`config.mk`:
```
export PLATFORM = sky130hd
export DESIGN_NAME = circular_fifo_queue
export DESIGN_NICKNAME = d
export VERILOG_FILES = /design/src/rtl/core/cfq_pkg.sv /design/src/rtl/core/cfq_ram.sv /design/src/rtl/core/cfq_ctrl.sv /design/src/rtl/core/circular_fifo_queue.sv
export SDC_FILE = /design/constraint.sdc
export NUM_CORES = 1
export LEC_CHECK = 0
export BUFFER_PORTS_ARGS = -buffer_cell sky130_fd_sc_hd__buf_4
export CAP_MARGIN = 0
export CORE_MARGIN = 2
export CORE_UTILIZATION = 59
export CTS_CLUSTER_DIAMETER = 120
export CTS_CLUSTER_SIZE = 20
export DETAILED_ROUTE_END_ITERATION = 6
export PLACE_DENSITY = 0.77
export SLEW_MARGIN = 15
export SYNTH_ARGS = -nofsm -noshare
export SYNTH_HDL_FRONTEND = slang
export SYNTH_SLANG_ARGS = --single-unit
```
`constraint.sdc`:
```
create_clock -name i_clk -period 14.1 [get_ports i_clk]
set_input_delay 1.41 -clock i_clk [delete_from_list [all_inputs] [get_ports i_clk]]
set_output_delay 1.41 -clock i_clk [all_outputs]
set_load 0.05 [all_outputs]
```
`src/rtl/core/cfq_pkg.sv`:
```
package cfq_pkg;

    localparam int DEPTH  = 16;
    localparam int IDX_W  = (DEPTH > 1) ? $clog2(DEPTH) : 1;
    localparam int CNT_W  = 4;
    localparam int WORD_W = 32;

    localparam logic [1:0] FUNC_PUSH = 2'd0;
    localparam logic [1:0] FUNC_POP  = 2'd1;

    localparam logic [1:0] STAT_OK    = 2'd0;
    localparam logic [1:0] STAT_FULL  = 2'd1;
    localparam logic [1:0] STAT_EMPTY = 2'd2;

    localparam logic signed [WORD_W-1:0] NONE_WORD = '1;

    typedef logic [IDX_W-1:0]         t_idx;
    typedef logic signed [WORD_W-1:0] t_word;
    typedef logic [CNT_W-1:0]         t_count;

    typedef struct packed {
        logic  we;
        t_idx  waddr;
        t_word wdata;
        logic  re;
        t_idx  raddr;
    } t_mem_req;

    typedef struct packed {
        logic [1:0] status;
        t_word      popped;
        t_word      oldest;
        t_word      newest;
        t_count     count;
        logic       empty;
        logic       full;
    } t_result;

    function automatic t_idx wrap_next(input t_idx i);
        if (i == t_idx'(DEPTH - 1)) begin
            return '0;
        end
        return i + t_idx'(1);
    endfunction

    // Entries held: (tail - head) mod DEPTH, reported in the low count bits.
    function automatic t_count fill_count(input t_idx tail, input t_idx head);
        logic [IDX_W:0] diff;
        diff = {1'b0, tail} - {1'b0, head};
        if (tail < head) begin
            diff = diff + (IDX_W+1)'(DEPTH);
        end
        return t_count'(diff);
    endfunction

endpackage

```
`src/rtl/core/cfq_ram.sv`:
```
module cfq_ram #(
    parameter int WIDTH = 32,
    parameter int DEPTH = 16
) (
    input  logic                                      i_clk,
    input  logic                                      i_we,
    input  logic [((DEPTH > 1) ? $clog2(DEPTH) : 1)-1:0] i_waddr,
    input  logic [WIDTH-1:0]                          i_wdata,
    input  logic                                      i_re,
    input  logic [((DEPTH > 1) ? $clog2(DEPTH) : 1)-1:0] i_raddr,
    output logic [WIDTH-1:0]                          o_rdata
);

    logic [WIDTH-1:0] r_mem [DEPTH];

    always_ff @(posedge i_clk) begin
        if (i_we) begin
            r_mem[i_waddr] <= i_wdata;
        end
    end

    // Hold read data until the next read.
    always_ff @(posedge i_clk) begin
        if (i_re) begin
            o_rdata <= r_mem[i_raddr];
        end
    end

endmodule

```
`src/rtl/core/cfq_ctrl.sv`:
```
module cfq_ctrl
    import cfq_pkg::*;
(
    input  logic       i_clk,
    input  logic       i_rst_n,
    input  logic       i_valid,
    output logic       o_stall,
    input  logic [1:0] i_func,
    input  t_word      i_push_value,
    output t_mem_req   o_mem,
    input  t_word      i_rdata,
    output logic       o_res_valid,
    output t_result    o_res,
    input  logic       i_res_take
);

    localparam logic ST_IDLE = 1'b0;
    localparam logic ST_RESP = 1'b1;

    logic       r_state, n_state;
    t_idx       r_head, n_head;
    t_idx       r_tail, n_tail;
    t_word      r_oldest, n_oldest;
    t_word      r_newest, n_newest;
    logic [1:0] r_status, n_status;
    t_word      r_popped, n_popped;
    t_count     r_count, n_count;
    logic       r_empty, n_empty;
    logic       r_full, n_full;
    logic       r_need_read, n_need_read;

    logic       empty_now;
    logic       full_now;
    t_idx       head_adv;

    assign empty_now = (r_head == r_tail);
    assign full_now  = (wrap_next(r_tail) == r_head);
    assign head_adv  = wrap_next(r_head);

    always_comb begin
        n_state     = r_state;
        n_head      = r_head;
        n_tail      = r_tail;
        n_oldest    = r_oldest;
        n_newest    = r_newest;
        n_status    = r_status;
        n_popped    = r_popped;
        n_count     = r_count;
        n_empty     = r_empty;
        n_full      = r_full;
        n_need_read = r_need_read;
        o_mem.we    = 1'b0;
        o_mem.waddr = wrap_next(r_tail);
        o_mem.wdata = i_push_value;
        o_mem.re    = 1'b0;
        o_mem.raddr = wrap_next(head_adv);

        case (r_state)
            ST_IDLE: begin
                if (i_valid) begin
                    n_state     = ST_RESP;
                    n_status    = STAT_OK;
                    n_popped    = NONE_WORD;
                    n_need_read = 1'b0;
                    case (i_func)
                        FUNC_PUSH: begin
                            if (full_now) begin
                                n_status = STAT_FULL;
                            end else begin
                                n_tail   = wrap_next(r_tail);
                                o_mem.we = 1'b1;
                                n_newest = i_push_value;
                                if (empty_now) begin
                                    n_oldest = i_push_value;
                                end
                            end
                        end
                        FUNC_POP: begin
                            if (empty_now) begin
                                n_status = STAT_EMPTY;
                            end else begin
                                n_head   = head_adv;
                                n_popped = r_oldest;
                                // Fetch the entry behind the popped one as the new oldest.
                                if (head_adv != r_tail) begin
                                    o_mem.re    = 1'b1;
                                    n_need_read = 1'b1;
                                end
                            end
                        end
                        default: begin
                        end
                    endcase
                    n_empty = (n_head == n_tail);
                    n_full  = (wrap_next(n_tail) == n_head);
                    n_count = fill_count(n_tail, n_head);
                end
            end
            ST_RESP: begin
                if (r_need_read) begin
                    n_oldest = i_rdata;
                end
                if (i_res_take) begin
                    n_state = ST_IDLE;
                end
            end
            default: begin
                n_state = ST_IDLE;
            end
        endcase
    end

    always_ff @(posedge i_clk) begin
        if (!i_rst_n) begin
            r_state <= ST_IDLE;
            r_head  <= '0;
            r_tail  <= '0;
        end else begin
            r_state <= n_state;
            r_head  <= n_head;
            r_tail  <= n_tail;
        end
    end

    always_ff @(posedge i_clk) begin
        r_oldest    <= n_oldest;
        r_newest    <= n_newest;
        r_status    <= n_status;
        r_popped    <= n_popped;
        r_count     <= n_count;
        r_empty     <= n_empty;
        r_full      <= n_full;
        r_need_read <= n_need_read;
    end

    assign o_stall     = (r_state != ST_IDLE);
    assign o_res_valid = (r_state == ST_RESP);

    always_comb begin
        o_res.status = r_status;
        o_res.popped = r_popped;
        o_res.oldest = r_empty ? NONE_WORD : (r_need_read ? i_rdata : r_oldest);
        o_res.newest = r_empty ? NONE_WORD : r_newest;
        o_res.count  = r_count;
        o_res.empty  = r_empty;
        o_res.full   = r_full;
    end

endmodule

```
`src/rtl/core/circular_fifo_queue.sv`:
```
// A result is registered in the controller, then in the output register.
// A new request waits until the previous result has left the controller; the
// registered slot-memory read (new oldest entry after a dequeue) lands meanwhile.
// A full output register stalled downstream holds further requests back.
// Reset (synchronous, active low) empties the queue; slot contents are not cleared.
module circular_fifo_queue
    import cfq_pkg::*;
(
    input  logic         i_clk,
    input  logic         i_rst_n,
    input  logic         i_in_valid,
    output logic         o_in_stall,
    input  logic [1:0]   i_func,
    input  logic signed [31:0] i_push_value,
    output logic         o_out_valid,
    input  logic         i_out_stall,
    output logic [1:0]   o_status,
    output logic signed [31:0] o_popped_value,
    output logic signed [31:0] o_oldest_value,
    output logic signed [31:0] o_newest_value,
    output logic [3:0]   o_entry_count,
    output logic         o_is_empty,
    output logic         o_is_full
);

    t_mem_req mem_req;
    t_word    rdata;
    logic     res_valid;
    t_result  res;
    logic     res_take;

    logic     r_out_valid;
    t_result  r_out;

    cfq_ram #(
        .WIDTH (WORD_W),
        .DEPTH (DEPTH)
    ) u_ram (
        .i_clk   (i_clk),
        .i_we    (mem_req.we),
        .i_waddr (mem_req.waddr),
        .i_wdata (mem_req.wdata),
        .i_re    (mem_req.re),
        .i_raddr (mem_req.raddr),
        .o_rdata (rdata)
    );

    cfq_ctrl u_ctrl (
        .i_clk        (i_clk),
        .i_rst_n      (i_rst_n),
        .i_valid      (i_in_valid),
        .o_stall      (o_in_stall),
        .i_func       (i_func),
        .i_push_value (i_push_value),
        .o_mem        (mem_req),
        .i_rdata      (rdata),
        .o_res_valid  (res_valid),
        .o_res        (res),
        .i_res_take   (res_take)
    );

    assign res_take = !r_out_valid || !i_out_stall;

    always_ff @(posedge i_clk) begin
        if (!i_rst_n) begin
            r_out_valid <= 1'b0;
        end else if (res_take) begin
            r_out_valid <= res_valid;
        end
    end

    always_ff @(posedge i_clk) begin
        if (res_take && res_valid) begin
            r_out <= res;
        end
    end

    assign o_out_valid    = r_out_valid;
    assign o_status       = r_out.status;
    assign o_popped_value = r_out.popped;
    assign o_oldest_value = r_out.oldest;
    assign o_newest_value = r_out.newest;
    assign o_entry_count  = r_out.count;
    assign o_is_empty     = r_out.empty;
    assign o_is_full      = r_out.full;

    a_accept_blocks: assert property (@(posedge i_clk) disable iff (!i_rst_n)
        (i_in_valid && !o_in_stall) |=> o_in_stall)
        else $error("request accepted while previous one still in flight");

    a_empty_count: assert property (@(posedge i_clk) disable iff (!i_rst_n)
        (o_out_valid && o_is_empty) |-> (o_entry_count == '0 && !o_is_full))
        else $error("empty flag disagrees with entry count");

    a_empty_words: assert property (@(posedge i_clk) disable iff (!i_rst_n)
        (o_out_valid && o_is_empty) |->
            (o_oldest_value == NONE_WORD && o_newest_value == NONE_WORD))
        else $error("empty queue reports stored words");

    a_refused_pop: assert property (@(posedge i_clk) disable iff (!i_rst_n)
        (o_out_valid && o_status == STAT_EMPTY) |->
            (o_is_empty && o_popped_value == NONE_WORD))
        else $error("dequeue on empty queue returned a word");

endmodule
```
==> results of run 1 <==
[layout by cell type (no fill, tap or decap), types with 2 or more instances in the layout]
master and count:
edfxtp_1 753, buf_4 167, mux4_2 128, a21oi_1 72
mux2i_1 67, nand2b_1 65, clkbuf_16 45, nor2_1 43
nor2b_1 37, a211oi_1 33, or2_2 32, nand2_1 23
xnor2_1 15, inv_1 11, ha_1 9, dfxtp_1 9
nor2_4 8, clkbuf_1 8, xor2_1 7, o21ai_0 7
nor3_2 6, and2_1 4, nand3_1 3, nor3_1 3
and2_2 2, nor3_4 2, o211a_1 2, a21o_1 2
and3_1 2, xnor2_2 2, inv_6 2
[power by group through the flow]
stage / sequential, mW / combinational, mW / clock, mW
floorplan: 2.67 / 0.137 / 0
global placement: 2.61 / 0.291 / 0
detailed placement: 2.61 / 0.298 / 0
CTS: 2.56 / 0.299 / 1.28
global route: 2.57 / 0.318 / 1.35
finish: 2.56 / 0.296 / 1.26
[worst paths after layout]
kind	start	to
setup / recovery	u_ctrl.r_tail[1]$_SDFFE_PN0P_	u_ram.r_mem[11][20]$_DFFE_PP_
hold / removal	u_ctrl.r_popped[18]$_SDFFCE_PP1P_	o_popped_value[18]$_DFFE_PP_
setup reg to reg	u_ctrl.r_tail[1]$_SDFFE_PN0P_	u_ram.r_mem[11][20]$_DFFE_PP_
hold reg to reg	u_ctrl.r_popped[18]$_SDFFCE_PP1P_	o_popped_value[18]$_DFFE_PP_
[per-layer routing]
layer  vias to the layer above  GRT usage [%]
li1                       6009              -
met2                       631           35.7
met1                      7349           35.7
met3                        61           4.21
met5                         -              0
met4                         0           4.69
[logic make-up (layout without fill, tap and decap cells)]
group                    after synthesis  count (layout)  share of synthesized area (%)
AND/OR/NAND/NOR                      238             238                           4.43
AO/OA/AOI/OAI                        132             132                           2.92
adder cells (fa/ha/maj)               11              11                          0.496
flip-flops                           763             763                           77.9
multiplexers                         196             196                           12.2
buffers and inverters                 90             234                           1.29
XOR/XNOR                              24              24                          0.744
[worst max-delay path, delay by kind of cell (launching register included)]
family | cells | cell delay [ps]
compound gates | 3 | 900
xor+xnor | 1 | 240
fa+ha+maj | 1 | 510
buf+inv | 2 | 1030
flops | 1 | 590
simple gates | 3 | 1300
[through the flow]
step	utilization, %	hold slack [ps]	total power [mW]	worst slack (ps)
finish	66.2	421	4.12	9170
global route	66.2	428	4.24	8950
CTS	66.1	421	4.14	8890
detailed placement	63.7	405	2.91	8690
global placement	63.7	400	2.90	8860
floorplan	-	400	2.80	4380
[flip-flops by register name, indices dropped and copies added (netlist names)]
| name | flops |
|---|---|
| o_status | 2 |
| o_entry_count | 4 |
| u_ram.o_rdata | 32 |
| u_ctrl.r_need_read | 1 |
| u_ram.r_mem | 512 |
| u_ctrl.r_empty | 1 |
| u_ctrl.r_tail | 4 |
| o_popped_value | 32 |
| o_is_full | 1 |
| u_ctrl.r_popped | 32 |
| u_ctrl.r_status | 2 |
| u_ctrl.r_full | 1 |
| u_ctrl.o_res_valid | 1 |
| u_ctrl.r_oldest | 32 |
| u_ctrl.r_head | 4 |
| u_ctrl.r_count | 4 |
| o_is_empty | 1 |
| o_newest_value | 32 |
| o_out_valid | 1 |
| u_ctrl.r_newest | 32 |
| o_oldest_value | 32 |
[area by class of cell]
class	instances	area share, %
Clock buffer	53	3.57
Clock inverter	3	0.116
Inverter	11	0.127
Multi-Input combinational cell	601	19.3
Sequential cell	763	70.4
Tap cell	664	2.56
Timing Repair Buffer	167	3.87
==> impl_metrics.toml, run 1 <==
[outcome]
status = "completed"

[critical_path]
cp-end-kind = "flip-flop"
crit_chain = "ha_1 -> a21oi_1 -> o22ai_4 -> xnor2_2 -> o21a_4 -> and2_2 -> buf_4 -> nand2_1 -> nor3_4 -> buf_4"
path_max_fanout = 43
worstPathArrival_ps = 5200
r2r_slack_ps = 9170
max_stage_delay_ps = 720
cp_data_required_time_ps = 14370
start_kind = "flip-flop"
r2r_cells = 10
cp_slowest_cell = "nor3_4"
cpMostUsedCell = "buf_4"
criticalPathCategory = "flip-flop to flip-flop"

[pwr]
combPwrFrac_pct = 7.2
p_leak_nw = 10.5
p_int_mw = 3.22
clkPwrFrac_pct = 30.6
p_per_area_nw_per_um2 = 127
pwr-share-seq_pct = 62.3
swShare_pct = 21.7
p_switching_uw = 893
peakVddDrop_mv = 0.0771

[cells_and_area]
regArea_um2 = 22800
final_cell_area_um2 = 32400
layout.cells.non_filler = 2262
synthToLayoutAreaGrowth_pct = 10.7
drive_gt1_share_pct = 25.7
fin_nets = 1637
multi_input_area_um2 = 6270
n_fill_cell = 3089
diodes = 0

[synth]
synthDistinctLibCells = 52
yosysSeqAreaShare_pct = 77.9
ys_ff_latch = 763
syn_avg_cell_area_um2 = 20.1
synth_flop_cell = "edfxtp_1"
synthesis.area_um2 = 29300
yosys_warnings = 0
synth_top_area_share_pct = 77.3
synth_largest_area_cell = "edfxtp_1"
synth_edf_count = 753
synth_async_sr_flop_share_pct = 0
synth.area.top_cells = "edfxtp_1 (77%), mux4_2 (9.9%), mux2i_1 (2.3%), nand2b_1 (1.4%), a21oi_1 (1.2%)"
synth_fp_nets = 1503
yosysMostFrequentCell = "edfxtp_1"
syn_inst = 1454
synth_commonest_cells = "edfxtp_1 (753), mux4_2 (128), a21oi_1 (72)"

[die]
ios = 144
die_x_um = 227
die_area_um2 = 51400
rows = 81
start_util_pct = 59.8
die_h_um = 227
core-area_um2 = 49000

[clock_tree]
cts.sinks = 763
cts_hold_buffers = 0
htreeDepth = 2
cts_buffers = 44
cts_tree = "done"
cts_buffer_depth = 3
clock_latency_ps = 600
postCtsSetupBuffers = 0
post_cts_resized = 0
clkTransAtPathRegs_ps = 90
cts_root_buf = "clkbuf_16"

[timing]
fmax_mhz = 203
finalSetupTns_ps = 0
rsz0062_at_grt = "no"
finalSetupViolations = 0
finalHoldViolCount = 0
period_share_pct = 35.0
relSlewSlack_pct = 25.9
period_needed_ps = 4930
tightestPinTransition_ps = 1110
skew_ps = 20.1
finalMaxSlewViolations = 0

[routing]
ant_nets = 0
top_layer = "met4"
drtIter0Drc = 1633
vias = 14100
met2WireLength_um = 27400
wl_per_cell_um = 25.6
route.met3.wl_um = 4770
drt-vias-per-instance = 6.21
first_pass_iters = 5
drt-met1-wl_um = 24700
routed_wl_um = 57800
drc = 0

[grt]
grt_max_degree = 70
grt_usage_pct = 23.2
grt_pass1_vias = 13700
antenna_found_initial = 0
grt_pass1_wl_um = 86900
overflow = 0

[place]
place_inst = 2206
gp_congestion = 0.810
dp_hpwl_um = 34300
port_buffers = 143
placed_cell_area_um2 = 31200

[hold_path]
hold-path-cell-count = 0
hp-class = "flip-flop to flip-flop"

[flow_run]
drv_cap = 0
(Power assumes the default switching activity.)
==> run 2: changes to the inputs <==
==> constraint.sdc (replaced) <==
create_clock -name i_clk -period 5 [get_ports i_clk]
set_input_delay 0.5 -clock i_clk [delete_from_list [all_inputs] [get_ports i_clk]]
set_output_delay 0.5 -clock i_clk [all_outputs]
set_load 0.05 [all_outputs]
==> impl_metrics.toml, run 2 (synthesis results as in run 1) <==
[grt]
grt_pass1_vias = 13900
grt_max_degree = 106
antenna_found_initial = 0
grt_pass1_wl_um = 85100
met3_usage_pct = 3.21
busiest_layer = "met2"
use_met2_pct = 36.9
met1_usage_pct = 32.4
overflow = 0
grt_usage_pct = 22.6

[die]
rows = 81
die_area_um2 = 51400
start_util_pct = 59.8
core-area_um2 = 49000
ios = 144
die_h_um = 227
die_x_um = 227

[timing]
period_needed_ps = 3850
relSlewSlack_pct = 27.2
period_share_pct = 77.1
skew_ps = 34.8
finalMaxSlewViolations = 0
fmax_mhz = 259
finalSetupViolations = 0
tightestPinTransition_ps = 1090
rsz0062_at_grt = "no"
finalHoldViolCount = 0

[cells_and_area]
drive_gt1_share_pct = 26.0
largest_register_ffs = 512
fin_nets = 1647
largest-register = "u_ram.r_mem"
final_common_cell = "edfxtp_1"
final_core_util_pct = 66.5
n_fill_cell = 3095
synthToLayoutAreaGrowth_pct = 11.2
diodes = 0
layout_common_cells = "edfxtp_1 (753), buf_4 (173), mux4_2 (128)"

[critical_path]
r2r_cells = 9
reg2reg_to = "u_ram.r_mem[5][20]$_DFFE_PP_"
crit_start = "u_ctrl.r_tail[0]$_SDFFE_PN0P_"
start_kind = "flip-flop"
reg2reg_from = "u_ctrl.r_tail[0]$_SDFFE_PN0P_"
cp-end-kind = "flip-flop"
criticalPathCategory = "flip-flop to flip-flop"
path_max_fanout = 32
worstPathArrival_ps = 4070
cp_data_required_time_ps = 5210
r2r_slack_ps = 1150

[clock_tree]
htreeDepth = 2
postCtsSetupBuffers = 0
cts.sinks = 763
cts_buffer_depth = 3
clkTransAtPathRegs_ps = 80
cts_buffers = 44
post_cts_resized = 0
cts_hold_buffers = 0
cts_root_buf = "clkbuf_16"
clock_latency_ps = 600
cts_tree = "done"

[pwr]
combPwrFrac_pct = 7.2
peakVddDrop_mv = 0.273
p_per_area_nw_per_um2 = 355
p_switching_mw = 2.48
swShare_pct = 21.4
clkPwrFrac_pct = 30.4
p_int_mw = 9.08
pwr-share-seq_pct = 62.4
finalPower_mw = 11.6
p_leak_nw = 10.7

[routing]
routed_wl_um = 56500
drc = 0
ant_nets = 0
drtIter0Drc = 1292
drt-vias-per-instance = 6.09
first_pass_iters = 5
vias = 13800
wl_per_cell_um = 24.9

[hold_path]
hold-path-cell-count = 3
hp-class = "input port to flip-flop"
hold_start = "i_out_stall"
hold-path-endpoint = "o_out_valid$_SDFFE_PN0N_"

[place]
port_buffers = 143
dp_hpwl_um = 32100
gp_congestion = 0.846

[flow_run]
drv_cap = 0

[outcome]
status = "completed"
## run 2: cell types whose count changed in the layout (fill, tap and decap cells not counted), sizes merged
cell / change
inv: -2
buf: +10
## run 2: per-layer routing
layer  part of all wire [%]  vias up
li1                       -     6038
met4                    2.1        0
met1                     41     7178
met5                      0        -
met2                     50      524
met3                    6.7       78
## run 2: metrics by stage
stage                     instance area, um2  std cells  hold WS (ps)  setup slack, ps  setup TNS, ps
after floorplan                        29300       1454           400            -26.4          -1690
after global placement                 31400       2216           401             1390              0
after detailed placement               31400       2216           405             1240              0
after CTS                              32500       2270           177             1190              0
after global routing                   32500       2270           194              930              0
final                                  32500       2270           192             1150              0
## run 2: layout make-up
type                    instances  area, um2  share of cell area, %
inverters                      11       41.3                  0.127
repair buffers                177       1380                   4.24
multi-input cells             601       6300                   19.4
clock buffers                  53       1160                   3.55
clock inverters                 1       20.0                 0.0615
flip-flops and latches        763      22800                   70.1
well taps                     664        831                   2.55
## run 2: worst max-delay path, cell delays in order (launching register included)
cell     delay [ps]
dfxtp_1         620
ha_1            470
a21oi_1         130
o22ai_4         630
xnor2_2         230
o21a_4          220
and2_2          210
nand2_1         260
nor2_4          170
buf_4           520
## run 2: power by group through the flow
stage          Sequential [mW]  Combinational, mW  Clock, mW
2_1_floorplan             7.50              0.388          0
3_3_place_gp              7.36              0.814          0
3_5_place_dp              7.36              0.838          0
4_1_cts                   7.21              0.841       3.58
5_1_grt                   7.22              0.896       3.79
6_report                  7.21              0.832       3.51
## run 2: how the worst max path moves through the flow
stage | end | slack, ps | depth (start not counted)
floorplan | u_ram.r_mem[6][0]$_DFFE_PP_ | -30 | 7
global placement | u_ram.r_mem[11][15]$_DFFE_PP_ | 1390 | 9
detailed placement | u_ram.r_mem[5][17]$_DFFE_PP_ | 1240 | 9
CTS | u_ram.r_mem[9][20]$_DFFE_PP_ | 1190 | 9
global route | u_ram.r_mem[9][20]$_DFFE_PP_ | 930 | 9
finish | u_ram.r_mem[5][20]$_DFFE_PP_ | 1150 | 9
